==> config.mk <==
export PLATFORM = sky130hd
export DESIGN_NAME = line_tokenizer_quoted_escapes_unit
export DESIGN_NICKNAME = d
export VERILOG_FILES = /design/src/rtl/core/ltq_pkg.sv /design/src/rtl/core/ltq_front.sv /design/src/rtl/core/ltq_fifo.sv /design/src/rtl/core/ltq_back.sv /design/src/rtl/core/line_tokenizer_quoted_escapes_unit.sv
export VERILOG_INCLUDE_DIRS = /design/src /design/src/rtl/core
export SDC_FILE = /design/constraint.sdc
export NUM_CORES = 1
export LEC_CHECK = 0
export BUFFER_PORTS_ARGS = -buffer_cell sky130_fd_sc_hd__clkbuf_2
export CORE_MARGIN = 5
export CORE_UTILIZATION = 58
export CTS_BUF_LIST = sky130_fd_sc_hd__clkbuf_8
export DETAILED_ROUTE_END_ITERATION = 10
export GPL_TIMING_DRIVEN = 1
export PLACE_DENSITY = 0.87
export SETUP_SLACK_MARGIN = 0.2
export SLEW_MARGIN = 20
export SYNTH_ARGS = -nofsm -noshare
export SYNTH_HDL_FRONTEND = slang
export SYNTH_SLANG_ARGS = --single-unit
==> constraint.sdc <==
create_clock -name aclk -period 9.67 [get_ports aclk]
set_input_delay 1.4505 -clock aclk [delete_from_list [all_inputs] [get_ports aclk]]
set_output_delay 1.4505 -clock aclk [all_outputs]
set_load 0.05 [all_outputs]
==> src/rtl/core/line_tokenizer_quoted_escapes_unit_assert.svh <==
// ----------------------------------------------------------------------------
// Line tokenizer assertion macros
// Shared concurrent assertion forms, clocked on aclk, disabled in reset.
// ----------------------------------------------------------------------------
`ifndef LINE_TOKENIZER_QUOTED_ESCAPES_UNIT_ASSERT_SVH
`define LINE_TOKENIZER_QUOTED_ESCAPES_UNIT_ASSERT_SVH

// cond must never hold
`define LTQ_ASSERT_NEVER(label, cond, msg) \
    label: assert property (@(posedge aclk) disable iff (!aresetn) !(cond)) \
        else $error(msg);

// ante implies cons in the same cycle
`define LTQ_ASSERT_IMPLIES(label, ante, cons, msg) \
    label: assert property (@(posedge aclk) disable iff (!aresetn) (ante) |-> (cons)) \
        else $error(msg);

// ante implies cons in the next cycle
`define LTQ_ASSERT_NEXT(label, ante, cons, msg) \
    label: assert property (@(posedge aclk) disable iff (!aresetn) (ante) |=> (cons)) \
        else $error(msg);

`endif

==> src/rtl/core/ltq_pkg.sv <==
// ----------------------------------------------------------------------------
// Line tokenizer package
// Result types, character and code constants, result builders, hex helpers.
// ----------------------------------------------------------------------------
package ltq_pkg;

    localparam int LINE_LIMIT  = 4096;
    localparam int TOKEN_LIMIT = 1024;

    localparam logic [12:0] LINE_CAP  = 13'((LINE_LIMIT > 8191) ? 8191 : LINE_LIMIT);
    localparam logic [10:0] TOKEN_CAP = 11'((TOKEN_LIMIT > 1024) ? 1024 : TOKEN_LIMIT);

    localparam logic [1:0] KIND_BYTE  = 2'd0;
    localparam logic [1:0] KIND_END   = 2'd1;
    localparam logic [1:0] KIND_DONE  = 2'd2;
    localparam logic [1:0] KIND_ERROR = 2'd3;

    localparam logic [1:0] ERR_QUOTE  = 2'd0;
    localparam logic [1:0] ERR_TOKENS = 2'd1;
    localparam logic [1:0] ERR_LONG   = 2'd2;

    localparam logic [1:0] REG_SEP_A     = 2'd0;
    localparam logic [1:0] REG_SEP_B     = 2'd1;
    localparam logic [1:0] REG_MAX_TOK   = 2'd2;
    localparam logic [1:0] REG_MAX_BYTES = 2'd3;

    localparam logic [7:0] CH_NUL       = 8'h00;
    localparam logic [7:0] CH_BACKSLASH = 8'h5C;
    localparam logic [7:0] CH_QUOTE     = 8'h22;
    localparam logic [7:0] CH_X         = 8'h78;
    localparam logic [7:0] CH_B         = 8'h62;
    localparam logic [7:0] CH_F         = 8'h66;
    localparam logic [7:0] CH_N         = 8'h6E;
    localparam logic [7:0] CH_R         = 8'h72;
    localparam logic [7:0] CH_T         = 8'h74;
    localparam logic [7:0] CH_NL        = 8'h0A;
    localparam logic [7:0] CH_0         = 8'h30;
    localparam logic [7:0] CH_9         = 8'h39;
    localparam logic [7:0] CH_UA        = 8'h41;
    localparam logic [7:0] CH_UF        = 8'h46;
    localparam logic [7:0] CH_LA        = 8'h61;
    localparam logic [7:0] CH_LF        = 8'h66;

    localparam logic [7:0] DEC_BS  = 8'd8;
    localparam logic [7:0] DEC_FF  = 8'd12;
    localparam logic [7:0] DEC_LF  = 8'd10;
    localparam logic [7:0] DEC_CR  = 8'd13;
    localparam logic [7:0] DEC_TAB = 8'd9;

    typedef struct packed {
        logic [1:0]  kind;
        logic [7:0]  data_byte;
        logic [9:0]  token_number;
        logic [10:0] token_count;
        logic [1:0]  error_code;
    } ltq_result_t;

    // one to three results caused by one input word
    typedef struct packed {
        logic [1:0]             n;
        ltq_result_t [2:0]      res;
    } ltq_bundle_t;

    function automatic ltq_result_t mk_byte(logic [7:0] c, logic [10:0] tok);
        ltq_result_t r;
        r = '0;
        r.kind         = KIND_BYTE;
        r.data_byte    = c;
        r.token_number = tok[9:0];
        return r;
    endfunction

    function automatic ltq_result_t mk_end(logic [10:0] tok);
        ltq_result_t r;
        r = '0;
        r.kind         = KIND_END;
        r.token_number = tok[9:0];
        return r;
    endfunction

    function automatic ltq_result_t mk_done(logic [10:0] cnt);
        ltq_result_t r;
        r = '0;
        r.kind        = KIND_DONE;
        r.token_count = cnt;
        return r;
    endfunction

    function automatic ltq_result_t mk_err(logic [1:0] code);
        ltq_result_t r;
        r = '0;
        r.kind       = KIND_ERROR;
        r.error_code = code;
        return r;
    endfunction

    function automatic logic hex_ok(logic [7:0] c);
        return ((c >= CH_0) && (c <= CH_9)) || ((c >= CH_UA) && (c <= CH_UF)) ||
               ((c >= CH_LA) && (c <= CH_LF));
    endfunction

    function automatic logic [3:0] hex_val(logic [7:0] c);
        logic [7:0] v;
        if ((c >= CH_0) && (c <= CH_9)) begin
            v = c - CH_0;
        end else if ((c >= CH_UA) && (c <= CH_UF)) begin
            v = c - CH_UA + 8'd10;
        end else begin
            v = c - CH_LA + 8'd10;
        end
        return v[3:0];
    endfunction

endpackage

==> src/rtl/core/ltq_front.sv <==
// ----------------------------------------------------------------------------
// Line tokenizer front end
// Holds configuration and parse state, classifies each byte into a bundle.
// ----------------------------------------------------------------------------
module ltq_front (
    input  logic                aclk,
    input  logic                aresetn,
    input  logic                cfg_wr_en,
    input  logic [1:0]          cfg_index,
    input  logic [12:0]         cfg_wdata,
    input  logic                s_valid,
    output logic                s_ready,
    input  logic [7:0]          s_line_byte,
    input  logic                s_end_of_line,
    input  logic                q_full,
    output logic                q_push,
    output ltq_pkg::ltq_bundle_t q_data
);
    import ltq_pkg::*;

    typedef enum logic [2:0] {
        MODE_BETWEEN,
        MODE_PLAIN,
        MODE_QUOTED,
        MODE_ESCAPE,
        MODE_HEX1,
        MODE_HEX2,
        MODE_ENDED,
        MODE_FAILED
    } mode_t;

    logic [7:0]  sep_a_reg;
    logic [7:0]  sep_b_reg;
    logic [10:0] max_tok_reg;
    logic [12:0] max_bytes_reg;

    mode_t       mode_reg, mode_next;
    logic [3:0]  hold_reg, hold_next;
    logic [10:0] tok_reg, tok_next;
    logic [12:0] bytes_reg, bytes_next;

    logic        accept;
    logic [7:0]  c;
    logic        is_sep;
    logic [12:0] line_lim;
    logic [10:0] tok_lim;
    logic [10:0] tok_plus;
    logic [10:0] tok_v_plus;

    ltq_result_t q_res;
    logic        q_has;
    logic        q_inc;
    mode_t       q_mode;

    ltq_result_t p0, p1, e0, e1;
    logic [1:0]  p_n, e_n;

    assign s_ready  = !q_full;
    assign accept   = s_valid && s_ready;
    assign c        = s_line_byte;
    assign is_sep   = (c == sep_a_reg) || (c == sep_b_reg);
    assign line_lim = (max_bytes_reg < LINE_CAP) ? max_bytes_reg : LINE_CAP;
    assign tok_lim  = (max_tok_reg < TOKEN_CAP) ? max_tok_reg : TOKEN_CAP;
    assign tok_plus = (tok_reg == 11'h7FF) ? tok_reg : tok_reg + 11'd1;

    always_ff @(posedge aclk) begin
        if (!aresetn) begin
            sep_a_reg     <= 8'd32;
            sep_b_reg     <= 8'd9;
            max_tok_reg   <= 11'd256;
            max_bytes_reg <= 13'd1023;
        end else if (cfg_wr_en) begin
            case (cfg_index)
                REG_SEP_A:     sep_a_reg     <= cfg_wdata[7:0];
                REG_SEP_B:     sep_b_reg     <= cfg_wdata[7:0];
                REG_MAX_TOK:   max_tok_reg   <= cfg_wdata[10:0];
                REG_MAX_BYTES: max_bytes_reg <= cfg_wdata;
                default: ;
            endcase
        end
    end

    // byte inside a quoted token
    always_comb begin
        q_has  = 1'b1;
        q_inc  = 1'b0;
        q_mode = MODE_QUOTED;
        q_res  = mk_byte(c, tok_reg);
        if (c == CH_NUL) begin
            q_res  = mk_err(ERR_QUOTE);
            q_mode = MODE_FAILED;
        end else if (c == CH_QUOTE) begin
            q_res  = mk_end(tok_reg);
            q_inc  = 1'b1;
            q_mode = MODE_BETWEEN;
        end else if (c == CH_BACKSLASH) begin
            q_has  = 1'b0;
            q_mode = MODE_ESCAPE;
        end
    end

    always_comb begin
        mode_next  = mode_reg;
        hold_next  = hold_reg;
        tok_next   = tok_reg;
        bytes_next = bytes_reg;
        p_n        = 2'd0;
        p0         = q_res;
        p1         = q_res;
        if (mode_reg != MODE_FAILED) begin
            if (bytes_reg != 13'h1FFF) begin
                bytes_next = bytes_reg + 13'd1;
            end
            if (bytes_next >= line_lim) begin
                p_n       = 2'd1;
                p0        = mk_err(ERR_LONG);
                mode_next = MODE_FAILED;
            end else begin
                case (mode_reg)
                    MODE_BETWEEN: begin
                        if (c == CH_NUL) begin
                            mode_next = MODE_ENDED;
                        end else if (is_sep) begin
                            mode_next = MODE_BETWEEN;
                        end else if (tok_reg >= tok_lim) begin
                            p_n       = 2'd1;
                            p0        = mk_err(ERR_TOKENS);
                            mode_next = MODE_FAILED;
                        end else if (c == CH_QUOTE) begin
                            mode_next = MODE_QUOTED;
                        end else begin
                            p_n       = 2'd1;
                            p0        = mk_byte(c, tok_reg);
                            mode_next = MODE_PLAIN;
                        end
                    end
                    MODE_PLAIN: begin
                        p_n = 2'd1;
                        if (c == CH_NUL || is_sep) begin
                            p0        = mk_end(tok_reg);
                            tok_next  = tok_plus;
                            mode_next = (c == CH_NUL) ? MODE_ENDED : MODE_BETWEEN;
                        end else begin
                            p0 = mk_byte(c, tok_reg);
                        end
                    end
                    MODE_QUOTED: begin
                        p_n       = {1'b0, q_has};
                        p0        = q_res;
                        mode_next = q_mode;
                        if (q_inc) begin
                            tok_next = tok_plus;
                        end
                    end
                    MODE_ESCAPE: begin
                        mode_next = MODE_QUOTED;
                        p_n       = 2'd1;
                        case (c)
                            CH_NUL: begin
                                p0        = mk_err(ERR_QUOTE);
                                mode_next = MODE_FAILED;
                            end
                            CH_B:  p0 = mk_byte(DEC_BS, tok_reg);
                            CH_F:  p0 = mk_byte(DEC_FF, tok_reg);
                            CH_N:  p0 = mk_byte(DEC_LF, tok_reg);
                            CH_R:  p0 = mk_byte(DEC_CR, tok_reg);
                            CH_T:  p0 = mk_byte(DEC_TAB, tok_reg);
                            CH_X: begin
                                p_n       = 2'd0;
                                mode_next = MODE_HEX1;
                                hold_next = 4'd0;
                            end
                            CH_NL: p_n = 2'd0;
                            default: p0 = mk_byte(c, tok_reg);
                        endcase
                    end
                    MODE_HEX1: begin
                        if (hex_ok(c)) begin
                            hold_next = hex_val(c);
                            mode_next = MODE_HEX2;
                        end else begin
                            p0        = mk_byte(8'd0, tok_reg);
                            p1        = q_res;
                            p_n       = q_has ? 2'd2 : 2'd1;
                            mode_next = q_mode;
                            if (q_inc) begin
                                tok_next = tok_plus;
                            end
                        end
                    end
                    MODE_HEX2: begin
                        hold_next = 4'd0;
                        mode_next = MODE_QUOTED;
                        if (hex_ok(c)) begin
                            p_n = 2'd1;
                            p0  = mk_byte({hold_reg, hex_val(c)}, tok_reg);
                        end else begin
                            p0        = mk_byte({4'd0, hold_reg}, tok_reg);
                            p1        = q_res;
                            p_n       = q_has ? 2'd2 : 2'd1;
                            mode_next = q_mode;
                            if (q_inc) begin
                                tok_next = tok_plus;
                            end
                        end
                    end
                    default: mode_next = mode_reg;
                endcase
            end
        end
    end

    assign tok_v_plus = (tok_next == 11'h7FF) ? tok_next : tok_next + 11'd1;

    // end of line closes the line
    always_comb begin
        e_n = 2'd0;
        e0  = mk_done(tok_next);
        e1  = mk_done(tok_v_plus);
        if (s_end_of_line) begin
            case (mode_next)
                MODE_FAILED: e_n = 2'd0;
                MODE_PLAIN: begin
                    e0  = mk_end(tok_next);
                    e_n = 2'd2;
                end
                MODE_QUOTED, MODE_ESCAPE, MODE_HEX1, MODE_HEX2: begin
                    e0  = mk_err(ERR_QUOTE);
                    e_n = 2'd1;
                end
                default: e_n = 2'd1;
            endcase
        end
    end

    always_comb begin
        q_data        = '0;
        q_data.n      = p_n + e_n;
        q_data.res[0] = (p_n != 2'd0) ? p0 : e0;
        case (p_n)
            2'd0:    q_data.res[1] = e1;
            2'd1:    q_data.res[1] = e0;
            default: q_data.res[1] = p1;
        endcase
        q_data.res[2] = (p_n == 2'd2) ? e0 : e1;
    end

    assign q_push = accept && (q_data.n != 2'd0);

    always_ff @(posedge aclk) begin
        if (!aresetn) begin
            mode_reg  <= MODE_BETWEEN;
            hold_reg  <= 4'd0;
            tok_reg   <= 11'd0;
            bytes_reg <= 13'd0;
        end else if (accept) begin
            if (s_end_of_line) begin
                mode_reg  <= MODE_BETWEEN;
                hold_reg  <= 4'd0;
                tok_reg   <= 11'd0;
                bytes_reg <= 13'd0;
            end else begin
                mode_reg  <= mode_next;
                hold_reg  <= hold_next;
                tok_reg   <= tok_next;
                bytes_reg <= bytes_next;
            end
        end
    end

endmodule

==> src/rtl/core/ltq_fifo.sv <==
// ----------------------------------------------------------------------------
// Line tokenizer bundle queue
// Short register queue between front end and result serializer.
// ----------------------------------------------------------------------------
`include "line_tokenizer_quoted_escapes_unit_assert.svh"

module ltq_fifo #(
    parameter int DEPTH = 4
) (
    input  logic                aclk,
    input  logic                aresetn,
    input  logic                push,
    input  ltq_pkg::ltq_bundle_t push_data,
    output logic                full,
    input  logic                pop,
    output ltq_pkg::ltq_bundle_t head,
    output logic                empty
);
    import ltq_pkg::*;

    localparam int AW = $clog2(DEPTH);
    localparam int CW = $clog2(DEPTH + 1);

    ltq_bundle_t     mem_reg [DEPTH];
    logic [AW-1:0]   wr_ptr_reg, rd_ptr_reg;
    logic [CW-1:0]   count_reg;

    assign full  = (count_reg == CW'(DEPTH));
    assign empty = (count_reg == '0);
    assign head  = mem_reg[rd_ptr_reg];

    always_ff @(posedge aclk) begin
        if (push) begin
            mem_reg[wr_ptr_reg] <= push_data;
        end
    end

    always_ff @(posedge aclk) begin
        if (!aresetn) begin
            wr_ptr_reg <= '0;
            rd_ptr_reg <= '0;
            count_reg  <= '0;
        end else begin
            if (push) begin
                wr_ptr_reg <= (wr_ptr_reg == AW'(DEPTH - 1)) ? '0 : wr_ptr_reg + 1'b1;
            end
            if (pop) begin
                rd_ptr_reg <= (rd_ptr_reg == AW'(DEPTH - 1)) ? '0 : rd_ptr_reg + 1'b1;
            end
            if (push && !pop) begin
                count_reg <= count_reg + 1'b1;
            end else if (pop && !push) begin
                count_reg <= count_reg - 1'b1;
            end
        end
    end

    `LTQ_ASSERT_NEVER(a_no_overflow, push && full, "push into full queue")
    `LTQ_ASSERT_NEVER(a_no_underflow, pop && empty, "pop from empty queue")
    `LTQ_ASSERT_NEVER(a_count_range, count_reg > CW'(DEPTH), "queue count out of range")
    `LTQ_ASSERT_NEXT(a_push_fills, push && !pop, !empty, "queue empty after push")

endmodule

==> src/rtl/core/ltq_back.sv <==
// ----------------------------------------------------------------------------
// Line tokenizer result serializer
// Sends bundle results via an output register, one word per cycle while m_ready.
// ----------------------------------------------------------------------------
module ltq_back (
    input  logic                aclk,
    input  logic                aresetn,
    input  ltq_pkg::ltq_bundle_t head,
    input  logic                empty,
    output logic                pop,
    output logic                m_valid,
    input  logic                m_ready,
    output logic [1:0]          m_kind,
    output logic [7:0]          m_data_byte,
    output logic [9:0]          m_token_number,
    output logic [10:0]         m_token_count,
    output logic [1:0]          m_error_code,
    output logic                m_last_of_run
);
    import ltq_pkg::*;

    logic        valid_reg;
    logic [1:0]  idx_reg;
    ltq_result_t out_reg;
    logic        last_reg;

    logic        load;
    logic        is_last;
    ltq_result_t pick;

    assign load    = !empty && (!valid_reg || m_ready);
    assign is_last = (idx_reg == (head.n - 2'd1));
    assign pop     = load && is_last;

    always_comb begin
        case (idx_reg)
            2'd0:    pick = head.res[0];
            2'd1:    pick = head.res[1];
            default: pick = head.res[2];
        endcase
    end

    always_ff @(posedge aclk) begin
        if (!aresetn) begin
            valid_reg <= 1'b0;
            idx_reg   <= 2'd0;
        end else begin
            if (load) begin
                valid_reg <= 1'b1;
                idx_reg   <= is_last ? 2'd0 : idx_reg + 2'd1;
            end else if (m_ready) begin
                valid_reg <= 1'b0;
            end
        end
    end

    always_ff @(posedge aclk) begin
        if (load) begin
            out_reg  <= pick;
            last_reg <= is_last;
        end
    end

    assign m_valid        = valid_reg;
    assign m_kind         = out_reg.kind;
    assign m_data_byte    = out_reg.data_byte;
    assign m_token_number = out_reg.token_number;
    assign m_token_count  = out_reg.token_count;
    assign m_error_code   = out_reg.error_code;
    assign m_last_of_run  = last_reg;

endmodule

==> src/rtl/core/line_tokenizer_quoted_escapes_unit.sv <==
// ----------------------------------------------------------------------------
// Line tokenizer with quoted strings and escapes
// Splits lines into tokens, decodes quoted escapes, reports counts and errors.
// ----------------------------------------------------------------------------
// Usage:
//   Line bytes enter on the s_ channel, one byte per word, with s_end_of_line
//   on the last byte of a line. Results leave on the m_ channel: token bytes,
//   token ends, a line-done count or one error, m_last_of_run marking the
//   final result of each input byte.
//   Configuration is written through cfg_wr_en/cfg_index/cfg_wdata while the
//   block is idle; writes take effect on the next byte.
//   A byte's first result passes through the bundle queue and then the output
//   register. Throughput: one byte per cycle while the queue is not full; a
//   byte with up to three results holds the result serializer until each is
//   sent, absorbed by the bundle queue of QUEUE_DEPTH entries in front of it.
//   Reset loads the register defaults and starts between tokens on a new line.
//   When the receiver stalls, the output register holds its word, the queue
//   fills, and s_ready drops once the queue is full.
// ----------------------------------------------------------------------------
module line_tokenizer_quoted_escapes_unit #(
    parameter int QUEUE_DEPTH = 4
) (
    input  logic        aclk,
    input  logic        aresetn,
    input  logic        cfg_wr_en,
    input  logic [1:0]  cfg_index,
    input  logic [12:0] cfg_wdata,
    input  logic        s_valid,
    output logic        s_ready,
    input  logic [7:0]  s_line_byte,
    input  logic        s_end_of_line,
    output logic        m_valid,
    input  logic        m_ready,
    output logic [1:0]  m_kind,
    output logic [7:0]  m_data_byte,
    output logic [9:0]  m_token_number,
    output logic [10:0] m_token_count,
    output logic [1:0]  m_error_code,
    output logic        m_last_of_run
);
    import ltq_pkg::*;

    ltq_bundle_t push_data;
    ltq_bundle_t head;
    logic        push;
    logic        pop;
    logic        full;
    logic        empty;

    ltq_front u_front (
        .aclk          (aclk),
        .aresetn       (aresetn),
        .cfg_wr_en     (cfg_wr_en),
        .cfg_index     (cfg_index),
        .cfg_wdata     (cfg_wdata),
        .s_valid       (s_valid),
        .s_ready       (s_ready),
        .s_line_byte   (s_line_byte),
        .s_end_of_line (s_end_of_line),
        .q_full        (full),
        .q_push        (push),
        .q_data        (push_data)
    );

    ltq_fifo #(
        .DEPTH (QUEUE_DEPTH)
    ) u_fifo (
        .aclk      (aclk),
        .aresetn   (aresetn),
        .push      (push),
        .push_data (push_data),
        .full      (full),
        .pop       (pop),
        .head      (head),
        .empty     (empty)
    );

    ltq_back u_back (
        .aclk           (aclk),
        .aresetn        (aresetn),
        .head           (head),
        .empty          (empty),
        .pop            (pop),
        .m_valid        (m_valid),
        .m_ready        (m_ready),
        .m_kind         (m_kind),
        .m_data_byte    (m_data_byte),
        .m_token_number (m_token_number),
        .m_token_count  (m_token_count),
        .m_error_code   (m_error_code),
        .m_last_of_run  (m_last_of_run)
    );

endmodule

# Word level (Yosys, flattened, before mapping)
# Memory sizes are Yosys's and may differ from the RTL's. A register that Yosys moved wholly into a read port is not among the register bits.
# Cells that the tools add are included.
# classes
magnitude_cmp,10
reduce_logical,40
mux,87
eq_ne,39
addsub,15
# op_table
cell,n
33-bit 2-to-1 mux,11
33-bit case mux with 7 select lines,1
33-bit case mux with 2 select lines,3
33-bit case mux with 5 select lines,1
11-bit 2-to-1 mux,9
13-bit 2-to-1 mux,5
32-bit 2-to-1 mux,2
8-bit by 7-bit equality test with 1-bit output (second input constant),7
3-bit 2-to-1 mux,14
11-bit case mux with 3 select lines,1
31-bit 2-to-1 mux,1
2-bit 2-to-1 mux,15
4-bit 2-to-1 mux,7
11-bit by 1-bit adder with 11-bit output (second input constant),2
11-bit equality test (second input constant),2
3-bit equality test (second input constant),6
3-bit case mux with 6 select lines,1
8-bit equality test,2
8-bit by 7-bit greater-or-equal comparator with 1-bit output (second input constant),2
8-bit by 7-bit <= comparator with 1-bit output (second input constant),2
13-bit by 1-bit adder with 13-bit output (second input constant),1
13-bit greater-or-equal comparator,1
13-bit < comparator (second input constant),1
13-bit inequality test (second input constant),1
38 further kinds,93
# totals
wordCells,211
input_bits,29
ramBits,404
out_inout_bits,36
register_bits,115
n_memories,1
# memory_table
memory,depth,word_bits,rd,rd_ports_with_merged_regs,wr,line,rtl
u_fifo.mem_reg,4,101,1,1,1,ltq_fifo.sv:24,ltq_bundle_t mem_reg [DEPTH];

# Longest topological paths before layout
# Gate-level depths: netlist (run 1).
# logic_depth
depth_word,19
mapped_depth,28
depth_no_buf,27

# By module
# From an unflattened synthesis (run 1), not the netlist that was laid out.
# hier_totals
cells_unflattened,1667
hier_area_um2,23642.7
# by_module_without_submodules
module,area_each_um2,instances,cells_per_inst
ltq_fifo,15034.4,1,571
ltq_front,6841.6,1,927
ltq_back,1766.7,1,169

# Worst setup path before layout (run 1)
# Ideal clock, no wire load.
# synth_timing
kind,register to register
start,register u_front.bytes_reg[0]
end,memory u_fifo.mem_reg[3][0] (netlist bit) (enable)
required_time_ps,9212
setup_ps,458
arrival_time_ps,6526
path_slack_ps,2686
path_buffers,0
path_stages_with_launch,23
cell_sequence,dfxtp_1 -> ha_1 -> and3_1 -> and3_1 -> nand2_1 -> nand3_1 -> nor2_1 -> nand4_1 -> xnor2_1 -> ha_1 -> nand2_1 -> o21ai_0 -> a21oi_1 -> and2_0 -> nand2_1 -> a2111o_1 -> mux2i_1 -> o21a_1 -> ha_1 -> xnor2_1 -> xor2_1 -> a21oi_1 -> and2_1
# synth_via
elab_chain_cells,14
word_cells_on_any_way,18
cone_classes,2 x add/sub; 1 x order compare; 3 x eq/ne; 10 x mux; 2 x reduce/logical
# synth_lines
element,line,rtl
start: declaration,ltq_front.sv:40,"logic [12:0] bytes_reg, bytes_next;"
start signal: assignment,ltq_front.sv:266,bytes_reg <= bytes_next;
13-bit by 1-bit adder with 13-bit output / 13-bit inequality test (equally long branches),"ltq_front.sv:112, ltq_front.sv:111",
13-bit 2-to-1 mux *,ltq_front.sv:111,if (bytes_reg != 13'h1FFF) begin
13-bit 2-to-1 mux *,ltq_front.sv:110,if (mode_reg != MODE_FAILED) begin
13-bit greater-or-equal comparator *,ltq_front.sv:114,if (bytes_next >= line_lim) begin
3-bit 2-to-1 mux,ltq_front.sv:114,
3-bit 2-to-1 mux,ltq_front.sv:110,
3-bit by 1-bit equality test with 1-bit output / 3-bit equality test (equally long branches),ltq_front.sv:221,case (mode_next)
2-bit case mux with 2 select lines,ltq_front.sv:221,
2-bit 2-to-1 mux,ltq_front.sv:220,if (s_end_of_line) begin
2-bit adder *,ltq_front.sv:238,q_data.n = p_n + e_n;
2-bit nonzero test *,ltq_front.sv:248,assign q_push = accept && (q_data.n != 2'd0);
1-bit logical AND *,ltq_front.sv:248,
via push,line_tokenizer_quoted_escapes_unit.sv:45,logic push;
1-bit 2-to-1 mux *,ltq_fifo.sv:33,if (push) begin
1-bit 2-to-1 mux (implied by the code) *,ltq_fifo.sv:34,mem_reg[wr_ptr_reg] <= push_data;
end: declaration,ltq_fifo.sv:24,
# The timed path passes the listed nets; every way through them passes the cells marked *. The select of a mux whose other input is x is not followed.

# Worst setup path in the final report (run 1)
# layout_timing
start,register u_front.bytes_reg[0]
end,memory u_fifo.mem_reg[3][70] (netlist bit) (enable)
# Same word-level chain as after synthesis.

==> results.yml, run 1 <==
sta:
  finalCritPeriodShare_pct: 79.51
  fmax_mhz: 130.1
  rsz0062_at_grt: "no"
  setup_viol: 0
  tightestPinTransition_ns: 1.050
  hold_viol: 0
  finalSetupTns_ns: 0
  slew_viol_final: 0
  clock_skew_ns: 0.05486
  whs_ns: 0.4655
  fin_crit_ns: 7.689
  slew_headroom_pct: 29.33
global_route:
  grt_overflow: 0
  grt_pass1_vias: 14500
  antenna_found_initial: 0
  grt.total_usage_pct: 24.85
  use_met2_pct: 40.99
  met3_usage_pct: 4.472
  grt_use_met1_pct: 33.92
  busiest_layer: "met2"
  grt_max_degree: 63
  grt_pass1_wl_um: 80650
detailed_routing:
  routed_wl_um: 50650
  drt_iter0_drc: 1633
  first_pass_iters: 6
  avgRoutedWirePerCell_um: 22.75
  vias: 14130
  viasPerCell: 6.348
  antenna_left: 0
  drc: 0
clock_tree:
  clkTransAtPathRegs_ns: 0.06
  cts_inserted_buffers: 75
  clock_insertion_delay_worst_skew_ns: 0.64
  clockBufferDepth: 3
  cts_tree: "yes"
  htree_levels: 3
  cts_resized: 0
  clockRootBuffer: "clkbuf_8"
  cts_num_sinks: 473
  postCtsSetupRepairBufs: 0
  cts_hold_buf: 0
setup_path:
  crit_slowest_cell: "and2_4"
  crit_required_ns: 9.92
  cp_max_fo: 62
  timing.rr.end: "u_fifo.mem_reg[3][70]"
  start_kind: "flip-flop"
  slowest_delay_ns: 0.85
  crit_path_end_kind: "flip-flop"
  r2r_cells: 23
  r2r_setup_slack_ns: 1.98
  cp.arrival_ns: 7.94
  regToRegStartpoint: "u_front.bytes_reg[0]"
  critical_path_class: "flip-flop to flip-flop"
  crit_chain: "ha_1 > and3_1 > and3_1 > nand2_1 > nand3_1 > nor2_1 > nand4_1 > xnor2_1 > ha_1 > nand2_1 > o21ai_0 > a21oi_1 > and2_0 > nand2_1 > a2111o_1 > mux2i_1 > o21a_1 > ha_1 > xnor2_1 > xor2_1 > a21oi_1 > and2_4 > buf_4"
synth:
  yosysTopAreaCellShare_pct: 54.35
  yosysTopAreaCell: "edfxtp_1"
  async_reset_ff_share_pct: 0
  synth_most_common_cell: "edfxtp_1"
  synth.avg_cell_area_um2: 13.64
  syn_inst: 1580
  synthFlopType: "edfxtp_1"
  ys_seq_elements: 473
  netlist_area_um2: 21550
  yosysWarnings: 0
  synthDistinctLibCells: 101
  synth_edf_count: 390
  synth.top_cells.by_count: "edfxtp_1, nand2_1, nor2_1, mux4_2, dfxtp_1"
  ys_seq_area_share_pct: 62.06
  ys_top_cells_by_area: "edfxtp_1, mux4_2, dfxtp_1"
placed_design:
  gp_congestion: 0.9632
  dp_hpwl_um: 33520
  io_buffers: 64
worst_hold_path:
  hold_start: "u_front.max_bytes_reg[10]"
  holdPathEnd: "u_front.max_bytes_reg[10]"
  hold_class: "flip-flop to flip-flop"
  whs_path_depth: 2
run_status:
  status: "completed"
floorplanning:
  start_util_pct: 58.86
  row_count: 70
  die_area_um2: 41110
  die_w_um: 202.8
  die_y_um: 202.8
  pin_count: 65
  core_area_um2: 36610
cells_and_area:
  largest_reg_flops: 356
  drive_above_1_share_pct: 19.00
  synthToLayoutAreaGrowth_pct: 11.09
  diodes: 0
  layout.nets: 1768
pwr:
  static-leakage-power_nw: 8.592
  ir_drop_mv: 0.1661
  powerDensity_nw_per_um2: 253.6
run:
  cap_viol_max_count: 0
placed cells by master (no fill, tap or decap), drive strengths merged, types with 13 or more instances in the layout:
| master | Yosys | routed |
|---|---|---|
| ha | 41 | 41 |
| nor2 | 108 | 108 |
| conb | 2 | 44 |
| xnor2 | 20 | 20 |
| nand3 | 45 | 45 |
| buf | 35 | 26 |
| a22oi | 49 | 49 |
| mux4 | 89 | 89 |
| inv | 30 | 60 |
| edfxtp | 390 | 390 |
| or3 | 13 | 13 |
| dfxtp | 83 | 83 |
| a22o | 19 | 19 |
| xor2 | 25 | 25 |
| nand2 | 192 | 192 |
| nor3 | 22 | 22 |
| clkinv | 1 | 21 |
| clkbuf | 57 | 148 |
| a21oi | 70 | 70 |
| o21ai | 40 | 40 |
| mux2i | 33 | 33 |
| and2 | 31 | 31 |
worst max-delay path by stage:
| stage | endpoint | cells after the start | startpoint | slack, ns |
|---|---|---|---|---|
| floorplan | u_fifo.mem_reg[3][0] | 22 | u_front.bytes_reg[0] | 2.69 |
| global placement | u_fifo.mem_reg[3][4] | 23 | u_front.bytes_reg[0] | 2.23 |
| detailed placement | u_fifo.mem_reg[2][45] | 23 | u_front.bytes_reg[0] | 2.01 |
| CTS | u_fifo.mem_reg[2][69] | 23 | u_front.bytes_reg[0] | 2.00 |
| global route | u_fifo.mem_reg[3][4] | 23 | u_front.bytes_reg[0] | 1.42 |
| finish | u_fifo.mem_reg[3][70] | 23 | u_front.bytes_reg[0] | 1.98 |
routing by layer:
metal	share of wire, %	wire length (um)	vias to the layer above
li1	-	-	6283
met1	40	20390	6998
met2	48	24550	719
met3	8.4	4242	130
met4	2.9	1469	0
met5	0	0	-
logic make-up (layout without fill, tap and decap cells):
group,count (synthesis),in the layout,synth area share (%)
AOI/OAI and AO/OA,288,288,9.522
muxes,124,124,10.94
adders and majority gates,42,42,2.473
other,2,44,0.03485
and+or+nand+nor,483,483,10.78
buffers and inverters,123,259,2.293
DFF,473,473,62.06
xor gates and xnor gates,45,45,1.899
report_power, final:
group          total (W)  switching [W]  internal (W)
registers        0.00276       0.000126       0.00263
logic            0.00164        0.00107      0.000570
clock network    0.00168       0.000787      0.000888
total            0.00607        0.00198       0.00409
cell type report:
cell class	count	area, um2
flip-flops and latches	473	13380
fillers	2506	12670
clock buffers	84	1156
multi-input cells	1026	7850
clock inverters	54	335.3
well taps	468	585.6
repair buffers	90	515.5
inverters	31	116.4
stage by stage:
step | instance area, um2 | power [W] | util [%] | worst slack, ns | cells
finish | 23940 | 0.006070 | 65.39 | 1.981 | 2226
global route | 23940 | 0.006344 | 65.39 | 1.415 | 2226
CTS | 23940 | 0.006110 | 65.39 | 2.003 | 2226
detailed placement | 22450 | 0.004445 | 61.32 | 2.015 | 2088
global placement | 22450 | 0.004372 | 61.32 | 2.233 | 2088
floorplan | 21710 | 0.003983 | - | 2.686 | 1622
worst max-delay path, delay by kind of cell, from the launching register on:
kind	cells	cell delay (ns)
mux	1	0.15
flops	1	0.36
fa+ha+maj	3	0.70
simple gates	10	3.27
xor+xnor	3	0.57
buf+inv	1	0.50
compound gates	5	1.73
Note: power is estimated with default switching activity, not from simulation.
==> inputs of run 2 (changes only) <==
clock period = 7.1 ns   (was 9.67 ns; I/O delays follow)
==> run 2 against run 1 <==
Effect of this change:
- die area is the same
- utilization is 0.21 points higher
- register-to-register slack got worse by 1.4 ns
- sequential power grew 37%
- clock power rose by 35%
- worst hold slack better by 0.0045 ns
- via count down 0.18%
- combinational power is 35% higher
- global-route usage decreased by 0.53 points
- final cell count about the same
- total power is 36% higher
- count of clock-buffer cells in the layout decreased by 2
- largest cell class unchanged
==> results.yml, run 2 (synthesis results as in run 1) <==
detailed_routing:
  antenna_left: 0
  drt_iter0_drc: 1696
  drc: 0
  first_pass_iters: 6
  avgRoutedWirePerCell_um: 22.43
  vias: 14110
  routed_wl_um: 49910
  viasPerCell: 6.339
pwr:
  static-leakage-power_nw: 8.572
  powerDensity_nw_per_um2: 344.2
  power_w: 0.008268
  ir_drop_mv: 0.2009
setup_path:
  crit_required_ns: 7.65
  r2r_cells: 27
  cp_top_family: "simple AND/OR/NAND/NOR gates"
  critical_path_class: "flip-flop to flip-flop"
  start_kind: "flip-flop"
  crit_slowest_cell: "a2111o_1"
  timing.rr.end: "u_fifo.count_reg[2]"
  cp.buffers_inverters: 1
  crit_path_end_kind: "flip-flop"
  cp.arrival_ns: 7.02
  regToRegStartpoint: "u_front.bytes_reg[0]"
  cp_max_fo: 9
  r2r_setup_slack_ns: 0.63
  path_common_cell: "ha_1"
  slowest_delay_ns: 0.54
clock_tree:
  clockRootBuffer: "clkbuf_8"
  clockBufferDepth: 3
  cts_num_sinks: 473
  cts_inserted_buffers: 76
  cts_tree: "yes"
  clock_insertion_delay_worst_skew_ns: 0.63
  htree_levels: 3
  postCtsSetupRepairBufs: 0
  clkTransAtPathRegs_ns: 0.06
placed_design:
  io_buffers: 64
  dp_hpwl_um: 32490
  gp_congestion: 0.9987
sta:
  setup_viol: 0
  clock_skew_ns: 0.02769
  rsz0062_at_grt: "no"
  fin_crit_ns: 6.471
  slew_viol_final: 0
  slew_headroom_pct: 35.64
  finalCritPeriodShare_pct: 91.14
  hold_viol: 0
  finalSetupTns_ns: 0
  fmax_mhz: 154.5
  tightestPinTransition_ns: 0.9654
cells_and_area:
  final_common_cell: "edfxtp_1"
  diodes: 0
  drive_above_1_share_pct: 19.29
  synthToLayoutAreaGrowth_pct: 11.45
  fillers: 2467
  finalCoreUtilization_pct: 65.60
  layout.nets: 1772
  layout_common_cells: "edfxtp_1, nand2_1, nor2_1"
  largest_reg_flops: 356
worst_hold_path:
  hold_start: "u_back.m_valid"
  holdPathEnd: "u_back.m_valid"
  hold_class: "flip-flop to flip-flop"
  whs_path_depth: 2
floorplanning:
  core_area_um2: 36610
  die_area_um2: 41110
  row_count: 70
  pin_count: 65
  start_util_pct: 58.86
  die_y_um: 202.8
  die_w_um: 202.8
global_route:
  grt_overflow: 0
  grt_max_degree: 64
  grt_pass1_wl_um: 79270
  grt.total_usage_pct: 24.33
  grt_pass1_vias: 14160
  antenna_found_initial: 1
run_status:
  status: "completed"
run:
  cap_viol_max_count: 0
[run 2: cell count changes in the layout (fill, tap and decap cells not counted), moves of 2 or more]
| cell | before | now |
|---|---|---|
| clkinvlp_4 | 1 | 4 |
| buf_12 | 0 | 5 |
| buf_4 | 26 | 24 |
| clkbuf_8 | 84 | 82 |
| inv_1 | 54 | 46 |
| clkinv_1 | 10 | 15 |
[run 2: report_power, final]
group | switching (W) | internal, W | leakage [nW]
combinational | 0.00142 | 0.000793 | 3.39
sequential | 0.000203 | 0.00358 | 4.37
clock | 0.00106 | 0.00122 | 0.815
[run 2: per-layer routing]
metal	GRT usage (%)	vias to the layer above	share of wire, %
li1	-	6279	-
met1	32.94	6922	40
met2	40.14	763	49
met3	4.664	139	8.8
met4	8.244	2	2.9
met5	0	-	0.014
[run 2: through the flow]
| step | std cells | hold WS (ns) | cell area (um2) | setup slack [ns] |
|---|---|---|---|---|
| final | 2225 | 0.4700 | 24020 | 0.6293 |
| after global routing | 2225 | 0.4897 | 24020 | 0.2428 |
| after CTS | 2225 | 0.4740 | 24010 | 0.4328 |
| after detailed placement | 2091 | 0.4645 | 22540 | 0.4527 |
| after global placement | 2091 | 0.4534 | 22530 | 0.7361 |
| after floorplan | 1622 | 0.4326 | 21710 | 1.085 |
[run 2: cell type report]
type	instances	area (um2)	share of cell area, %
Timing Repair Buffer	93	600.6	2.501
Clock buffer	82	1129	4.699
Sequential cell	473	13380	55.71
Inverter	31	116.4	0.4845
Tap cell	468	585.6	2.438
Multi-Input combinational cell	1026	7861	32.73
Clock inverter	52	344.1	1.433
[run 2: worst max-delay path by stage]
stage | from | to | slack [ns] | cells past startpoint
after floorplan | u_front.bytes_reg[0] | u_fifo.mem_reg[0][0] | 1.08 | 22
after detailed placement | u_front.bytes_reg[0] | u_fifo.count_reg[2] | 0.45 | 27
after global routing | u_front.bytes_reg[0] | u_fifo.count_reg[2] | 0.24 | 27
after global placement | u_front.bytes_reg[0] | u_fifo.count_reg[2] | 0.74 | 27
final | u_front.bytes_reg[0] | u_fifo.count_reg[2] | 0.63 | 27
after CTS | u_front.bytes_reg[0] | u_fifo.count_reg[2] | 0.43 | 27
[run 2: what timing repair did]
action,CTS,global route
setup endpoints to repair,0,171
hold buffers,0,0
resized for setup,0,2
[run 2: tightest hold or removal path, cell delays in order, from the launching register on]
cell and delay [ns]:
dfxtp_1 0.32, nand2_1 0.06, a21oi_1 0.05
